[config.mk]
export PLATFORM = sky130hd
export DESIGN_NAME = ipv4_dotted_quad_parser
export DESIGN_NICKNAME = d
export VERILOG_FILES = /design/src/rtl/ipv4dq_pkg.sv /design/src/rtl/ipv4dq_core.sv /design/src/rtl/ipv4_dotted_quad_parser.sv
export SDC_FILE = /design/constraint.sdc
export NUM_CORES = 1
export LEC_CHECK = 0
export ABC_AREA = 1
export BUFFER_PORTS_ARGS = -buffer_cell sky130_fd_sc_hd__buf_2
export CAP_MARGIN = 20
export CORE_MARGIN = 1
export CORE_UTILIZATION = 64
export CTS_CLUSTER_DIAMETER = 200
export DETAILED_ROUTE_END_ITERATION = 10
export PLACE_DENSITY = 0.85
export REMOVE_ABC_BUFFERS = 1
export SYNTH_ARGS = -nofsm -noshare
export SYNTH_HDL_FRONTEND = slang
export SYNTH_SLANG_ARGS = --single-unit
[constraint.sdc]
create_clock -name i_clk -period 5.9 [get_ports i_clk]
set_input_delay 1.18 -clock i_clk [delete_from_list [all_inputs] [get_ports i_clk]]
set_output_delay 1.18 -clock i_clk [all_outputs]
set_load 0.005 [all_outputs]
[src/rtl/ipv4dq_pkg.sv]
// ----------------------------------------------------------------------------
// ipv4dq_pkg
// Shared types, phase codes and character helpers for the dotted quad parser.
// ----------------------------------------------------------------------------
`default_nettype none

package ipv4dq_pkg;

    // parse phase codes
    localparam logic [1:0] PH_LEAD  = 2'd0;
    localparam logic [1:0] PH_BODY  = 2'd1;
    localparam logic [1:0] PH_TRAIL = 2'd2;

    localparam logic [1:0]  LAST_DOT    = 2'd3;
    localparam logic [11:0] OCTET_MAX   = 12'd255;
    localparam logic [11:0] FIELD_LIMIT = 12'd2559;

    localparam logic [7:0] CH_SPACE = 8'h20;
    localparam logic [7:0] CH_TAB   = 8'h09;
    localparam logic [7:0] CH_CR    = 8'h0D;
    localparam logic [7:0] CH_ZERO  = 8'h30;
    localparam logic [7:0] CH_NINE  = 8'h39;
    localparam logic [7:0] CH_DOT   = 8'h2E;

    // one input transaction
    typedef struct packed {
        logic [7:0] text_byte;
        logic       byte_present;
        logic       end_of_text;
    } t_item;

    // one result transaction
    typedef struct packed {
        logic        parse_ok;
        logic [31:0] address;
    } t_result;

    // running parse state
    typedef struct packed {
        logic [1:0]  phase;
        logic        failed;
        logic        digit_seen;
        logic [1:0]  dots_seen;
        logic [11:0] field_value;
        logic [23:0] packed_octets;
    } t_state;

    localparam t_state STATE_RESET = '{
        phase:         PH_LEAD,
        failed:        1'b0,
        digit_seen:    1'b0,
        dots_seen:     2'd0,
        field_value:   12'd0,
        packed_octets: 24'd0
    };

    // space, tab, line feed, vertical tab, form feed, carriage return
    function automatic logic is_space(input logic [7:0] c);
        return (c == CH_SPACE) || (c >= CH_TAB && c <= CH_CR);
    endfunction

    function automatic logic is_digit(input logic [7:0] c);
        return (c >= CH_ZERO) && (c <= CH_NINE);
    endfunction

endpackage

`default_nettype wire

[src/rtl/ipv4dq_core.sv]
// ----------------------------------------------------------------------------
// ipv4dq_core
// Parse state registers and the combinational update for one character.
// ----------------------------------------------------------------------------
`default_nettype none

module ipv4dq_core (
    input  wire logic              i_clk,
    input  wire logic              i_rst_n,
    input  wire logic              i_take,
    input  wire ipv4dq_pkg::t_item i_item,
    output ipv4dq_pkg::t_result    o_result
);
    import ipv4dq_pkg::*;

    t_state r_state;
    t_state n_state;
    t_state upd;

    logic [11:0] times_ten;
    logic [11:0] digit_val;
    logic        field_big;

    assign times_ten = {r_state.field_value[8:0], 3'b000}
                     + {r_state.field_value[10:0], 1'b0};
    assign digit_val = {4'd0, i_item.text_byte - CH_ZERO};
    assign field_big = r_state.field_value > OCTET_MAX;

    // character update
    always_comb begin
        upd = r_state;
        if (i_item.byte_present && !r_state.failed) begin
            if (is_space(i_item.text_byte)) begin
                if (r_state.phase == PH_BODY) begin
                    upd.phase = PH_TRAIL;
                end
            end else if (r_state.phase == PH_TRAIL) begin
                upd.failed = 1'b1;
            end else begin
                upd.phase = PH_BODY;
                if (is_digit(i_item.text_byte)) begin
                    if (field_big) begin
                        upd.failed = 1'b1;
                    end else begin
                        upd.field_value = times_ten + digit_val;
                        upd.digit_seen  = 1'b1;
                    end
                end else if (i_item.text_byte == CH_DOT) begin
                    if (!r_state.digit_seen || field_big
                        || r_state.dots_seen == LAST_DOT) begin
                        upd.failed = 1'b1;
                    end else begin
                        case (r_state.dots_seen)
                            2'd0: upd.packed_octets[7:0]   = r_state.field_value[7:0];
                            2'd1: upd.packed_octets[15:8]  = r_state.field_value[7:0];
                            2'd2: upd.packed_octets[23:16] = r_state.field_value[7:0];
                            default: upd.failed = 1'b1;
                        endcase
                        upd.dots_seen   = r_state.dots_seen + 2'd1;
                        upd.field_value = 12'd0;
                        upd.digit_seen  = 1'b0;
                    end
                end else begin
                    upd.failed = 1'b1;
                end
            end
        end
    end

    // end of text verdict
    always_comb begin
        o_result.parse_ok = !upd.failed && upd.dots_seen == LAST_DOT
                         && upd.digit_seen && upd.field_value <= OCTET_MAX;
        o_result.address  = o_result.parse_ok
                          ? {upd.field_value[7:0], upd.packed_octets} : 32'd0;
    end

    // next state, back to start after the last character
    always_comb begin
        n_state = r_state;
        if (i_take) begin
            n_state = i_item.end_of_text ? STATE_RESET : upd;
        end
    end

    always_ff @(posedge i_clk) begin
        if (!i_rst_n) begin
            r_state <= STATE_RESET;
        end else begin
            r_state <= n_state;
        end
    end

`ifndef SYNTH
    // running value stays within one refused digit of an octet
    a_field_bound: assert property (@(posedge i_clk) disable iff (!i_rst_n)
        r_state.field_value <= FIELD_LIMIT)
        else $error("field value out of range");

    // end of text returns the parser to start
    a_restart: assert property (@(posedge i_clk) disable iff (!i_rst_n)
        i_take && i_item.end_of_text |=> r_state == STATE_RESET)
        else $error("state not cleared after end of text");

    // a failed parse stays failed until the end of text
    a_fail_sticky: assert property (@(posedge i_clk) disable iff (!i_rst_n)
        r_state.failed && !(i_take && i_item.end_of_text) |=> r_state.failed)
        else $error("failure flag dropped mid text");
`endif

endmodule

`default_nettype wire

[src/rtl/ipv4_dotted_quad_parser.sv]
// ----------------------------------------------------------------------------
// ipv4_dotted_quad_parser
// Parses IPv4 dotted quad text, one character per transaction, into a
// packed address with the first octet in bits 7:0.
// ----------------------------------------------------------------------------
//  channel | direction | handshake             | payload
//  --------+-----------+-----------------------+---------------------------------
//  in      | input     | i_in_valid, o_in_stall | i_text_byte, i_byte_present,
//          |           |                       | i_end_of_text
//  out     | output    | o_out_valid, i_out_stall | o_parse_ok, o_address
//
//  One transaction per cycle unless stalled, a rate set by the combinational
//  state update; a result is registered once its last character is consumed.
//  Characters keep flowing while a result waits; only an end of text is held
//  in the input register while the result register is still occupied.
//  Reset is synchronous and returns the parser to leading whitespace.
// ----------------------------------------------------------------------------
`default_nettype none

module ipv4_dotted_quad_parser (
    input  wire logic        i_clk,
    input  wire logic        i_rst_n,
    input  wire logic        i_in_valid,
    output logic             o_in_stall,
    input  wire logic [7:0]  i_text_byte,
    input  wire logic        i_byte_present,
    input  wire logic        i_end_of_text,
    output logic             o_out_valid,
    input  wire logic        i_out_stall,
    output logic             o_parse_ok,
    output logic [31:0]      o_address
);
    import ipv4dq_pkg::*;

    logic    r_in_valid;
    logic    n_in_valid;
    t_item   r_in;
    logic    r_out_valid;
    logic    n_out_valid;
    t_result r_out;
    t_result core_result;

    logic advance;
    logic accept_in;
    logic load_out;
    logic out_taken;

    // handshake control
    assign advance   = r_in_valid
                     && (!r_in.end_of_text || !r_out_valid || !i_out_stall);
    assign o_in_stall = r_in_valid && !advance;
    assign accept_in = i_in_valid && !o_in_stall;
    assign load_out  = advance && r_in.end_of_text;
    assign out_taken = r_out_valid && !i_out_stall;

    always_comb begin
        n_in_valid = r_in_valid;
        if (accept_in) begin
            n_in_valid = 1'b1;
        end else if (advance) begin
            n_in_valid = 1'b0;
        end
        n_out_valid = r_out_valid;
        if (load_out) begin
            n_out_valid = 1'b1;
        end else if (out_taken) begin
            n_out_valid = 1'b0;
        end
    end

    // input register
    always_ff @(posedge i_clk) begin
        if (!i_rst_n) begin
            r_in_valid <= 1'b0;
        end else begin
            r_in_valid <= n_in_valid;
        end
    end

    always_ff @(posedge i_clk) begin
        if (accept_in) begin
            r_in.text_byte    <= i_text_byte;
            r_in.byte_present <= i_byte_present;
            r_in.end_of_text  <= i_end_of_text;
        end
    end

    // parse state and update
    ipv4dq_core u_core (
        .i_clk    (i_clk),
        .i_rst_n  (i_rst_n),
        .i_take   (advance),
        .i_item   (r_in),
        .o_result (core_result)
    );

    // result register
    always_ff @(posedge i_clk) begin
        if (!i_rst_n) begin
            r_out_valid <= 1'b0;
        end else begin
            r_out_valid <= n_out_valid;
        end
    end

    always_ff @(posedge i_clk) begin
        if (load_out) begin
            r_out <= core_result;
        end
    end

    assign o_out_valid = r_out_valid;
    assign o_parse_ok  = r_out.parse_ok;
    assign o_address   = r_out.address;

`ifndef SYNTH
    // a failed parse reports a zero address
    a_zero_on_fail: assert property (@(posedge i_clk) disable iff (!i_rst_n)
        o_out_valid && !o_parse_ok |-> o_address == 32'd0)
        else $error("nonzero address on failed parse");

    // input is only held back for an end of text behind a waiting result
    a_stall_cause: assert property (@(posedge i_clk) disable iff (!i_rst_n)
        o_in_stall |-> r_in_valid && r_in.end_of_text && r_out_valid && i_out_stall)
        else $error("input stalled without cause");

    // a waiting result is not overwritten
    a_no_overwrite: assert property (@(posedge i_clk) disable iff (!i_rst_n)
        r_out_valid && i_out_stall |=> r_out_valid && $stable(r_out))
        else $error("result register overwritten");
`endif

endmodule

`default_nettype wire

==> flow_summary.toml <==
[run_status]
outcome = "completed"

[cts]
h-tree-depth = 3
cts_root_buf = "clkbuf_8"
cts.sinks = 87
cts_hold_buf = 0
cts_tree = "done"
path_clk_slew_ns = 0.09
clockBufferDepth = 2
cts_made_buffers = 9
cts_setup_buffers = 0
insertion_delay_ns = 0.37
cts-resized-gates = 0

[floorplanning]
dieArea_um2 = 8330
core_area_um2 = 7730
start_util_pct = 66.0
ios = 49
die_h_um = 91.3
die_x_um = 91.3
placementRows = 32

[timing]
final_hold_viol_count = 0
slew_viol_final = 0
setup_violations = 0
fmax_mhz = 271
min_period_ns = 3.69
grt_setup_unrepaired = "no"
slew_headroom_pct = 36.9
clock_skew_ns = 0.00907
hold_ws_ns = 0.470
finalCritPeriodShare_pct = 62.6
worstMarginPinSlew_ns = 0.944
tns_ns = 0

[logic_synthesis]
synthFlopType = "dfxtp_1"
seq_area_frac_synth_pct = 42.6
synth_edf_count = 43
postSynth.asyncResetShare_pct = 0
yosysTopAreaCell = "edfxtp_1"
synth-seq-cells = 87
yosysWarnings = 0
netlist_instances = 647
synth_area_um2 = 5100
synthTopCellsByArea = "edfxtp_1, dfxtp_1, nand2_1"
yosysUniqueCellTypes = 32
synth_top_cell_area_share_pct = 25.3
synth.avg_cell_area_um2 = 7.88

[critical_path]
cp-start-kind = "register"
crit_top_cell = "nand2_1"
critPathRequiredTime_ns = 6.08
slowest_delay_ns = 0.51
worstSetupPathType = "register to register"
r2r_start = "r_in[6]"
arrival_ns = 3.87
end_kind = "register"
crit_fanout = 33
ff2ff_path_depth = 16
cpMaxStageDelayCell = "nand2_2"
crit_start = "r_in[6]"
worstPathCellList = "ha_1 -> xor2_1 -> fa_1 -> inv_1 -> ha_1 -> a21oi_1 -> nor2_1 -> nor2_1 -> nand2_1 -> nand2_1 -> nand2_1 -> nand3_1 -> nand2_1 -> nor2_1 -> nand2_2 -> nor3_1"

[drt]
vias = 4300
drt_iter0_drc = 201
post_drt_via_cell_ratio = 5.42
ant_nets = 0
drtPass1Iterations = 6
wl_mm = 10.7
drc = 0
routedWlPerCell_um = 13.4

[placed_design]
hpwlAfterDp_mm = 7.78
placed_cell_area_um2 = 5410
globalplace.congestion = 0.927
io_buffers = 48

[finish]
syn_to_final_growth_pct = 10.7
antenna_cells = 0
nets = 728
final_area_um2 = 5640
drive_above_1_share_pct = 17.8

[grt]
overflow = 0
grt.total_usage_pct = 27.3
grt_max_degree = 42
grt_first_pass_wirelength_mm = 18.1
grt_pass1_vias = 4061
antenna_found_initial = 0

[min_path]
hold_class = "register to register"
whs_path_depth = 2
min_from = "u_core.r_state[1]"

[pwr]
vdd_drop_max_uv = 126
p_per_area_nw_per_um2 = 211
p_leak_nw = 2.44

[flow_run]
cap_violations = 0
-- synthesized netlist by cell type (2+ instances only) --
| cell type | count |
|---|---|
| nand2_1 | 181 |
| inv_1 | 112 |
| a21oi_1 | 48 |
| dfxtp_1 | 44 |
| nand3_1 | 44 |
| edfxtp_1 | 43 |
| nor3_2 | 30 |
| nor2_1 | 26 |
| o21ai_0 | 22 |
| ha_1 | 21 |
| clkbuf_1 | 12 |
| nand4_1 | 8 |
| nand2_2 | 7 |
| fa_1 | 6 |
| nor2_2 | 6 |
| buf_2 | 5 |
| buf_6 | 4 |
| nor2_4 | 4 |
| nor3_1 | 4 |
| xor2_1 | 4 |
| inv_2 | 3 |
| nand2_4 | 2 |
| xnor2_1 | 2 |
-- power breakdown --
part / total (mW) / switching, mW / internal, mW / leakage (nW)
sequential: 0.643 / 0.00555 / 0.638 / 0.822
clock: 0.477 / 0.224 / 0.252 / 0.113
combinational: 0.0682 / 0.0463 / 0.0218 / 1.51
total: 1.19 / 0.276 / 0.912 / 2.44
-- flip-flops by register name (all words and copies together) (netlist names) --
name / count
u_core.r_state: 42
r_in: 10
o_address: 32
o_parse_ok: 1
o_out_valid: 1
r_in_valid: 1
-- logic make-up (layout without fill, tap and decap cells) --
group	count (synthesis)	after routing	synth area share, %
buffers and inverters	138	183	10.9
and+or+nand+nor	317	317	30.7
adders and majority gates	27	27	7.51
AOI/OAI and AO/OA	72	72	7.24
xor gates and xnor gates	6	6	1.03
DFF	87	87	42.6
-- per-layer routing --
| layer | global-route usage (%) | wire length [um] |
|---|---|---|
| met1 | 33.6 | 4590 |
| met2 | 47.6 | 5210 |
| met4 | 12.8 | 269 |
| met5 | 0 | 0 |
| met3 | 3.69 | 602 |
-- path summary, 6_finish.rpt --
path,slack [ns],to
max,2.21,o_address[0]
min,0.47,u_core.r_state[1]
max reg2reg,2.21,o_address[0]
min reg2reg,0.47,u_core.r_state[1]
-- layout by cell type (no fill, tap or decap), drive strengths merged --
cell	Yosys	layout
and3	1	1
clkbuf	12	10
clkinvlp	0	1
ha	21	21
clkinv	1	2
nand3	46	46
xnor2	2	2
o21ai	22	22
nor2	36	36
dfxtp	44	44
xor2	4	4
o2111a	1	1
nor3	34	34
edfxtp	43	43
nand2	190	190
or2	1	1
a21oi	48	48
nand3b	1	1
a22oi	1	1
buf	10	51
inv	115	117
bufinv	0	2
fa	6	6
nand4	8	8
-- through the flow --
stage                     cells  total power [mW]  setup WS, ns  util, %
after CTS                   794              1.19          2.20     73.0
final                       794              1.19          2.21     73.0
after floorplan             625             0.699          2.15        -
after detailed placement    778             0.725          2.22     70.1
after global placement      776             0.719          2.40     69.3
after global routing        794              1.22          1.90     73.0
-- final cells by class --
| cell class | count | area (um^2) |
|---|---|---|
| clock buffers | 10 | 138 |
| clock inverters | 6 | 90.1 |
| fillers | 596 | 2090 |
| inverters | 116 | 435 |
| multi-input cells | 422 | 2380 |
| flip-flops and latches | 87 | 2170 |
| well taps | 102 | 128 |
| repair buffers | 51 | 303 |
-- critical path: cells and delay by family (launching register included) --
family	cells	cell delay, ns
simple gates	10	1.46
fa+ha+maj	3	1.08
flops	1	0.46
compound gates	1	0.29
xor+xnor	1	0.16
buf+inv	1	0.04
Note: power is estimated with default switching activity, not from simulation.
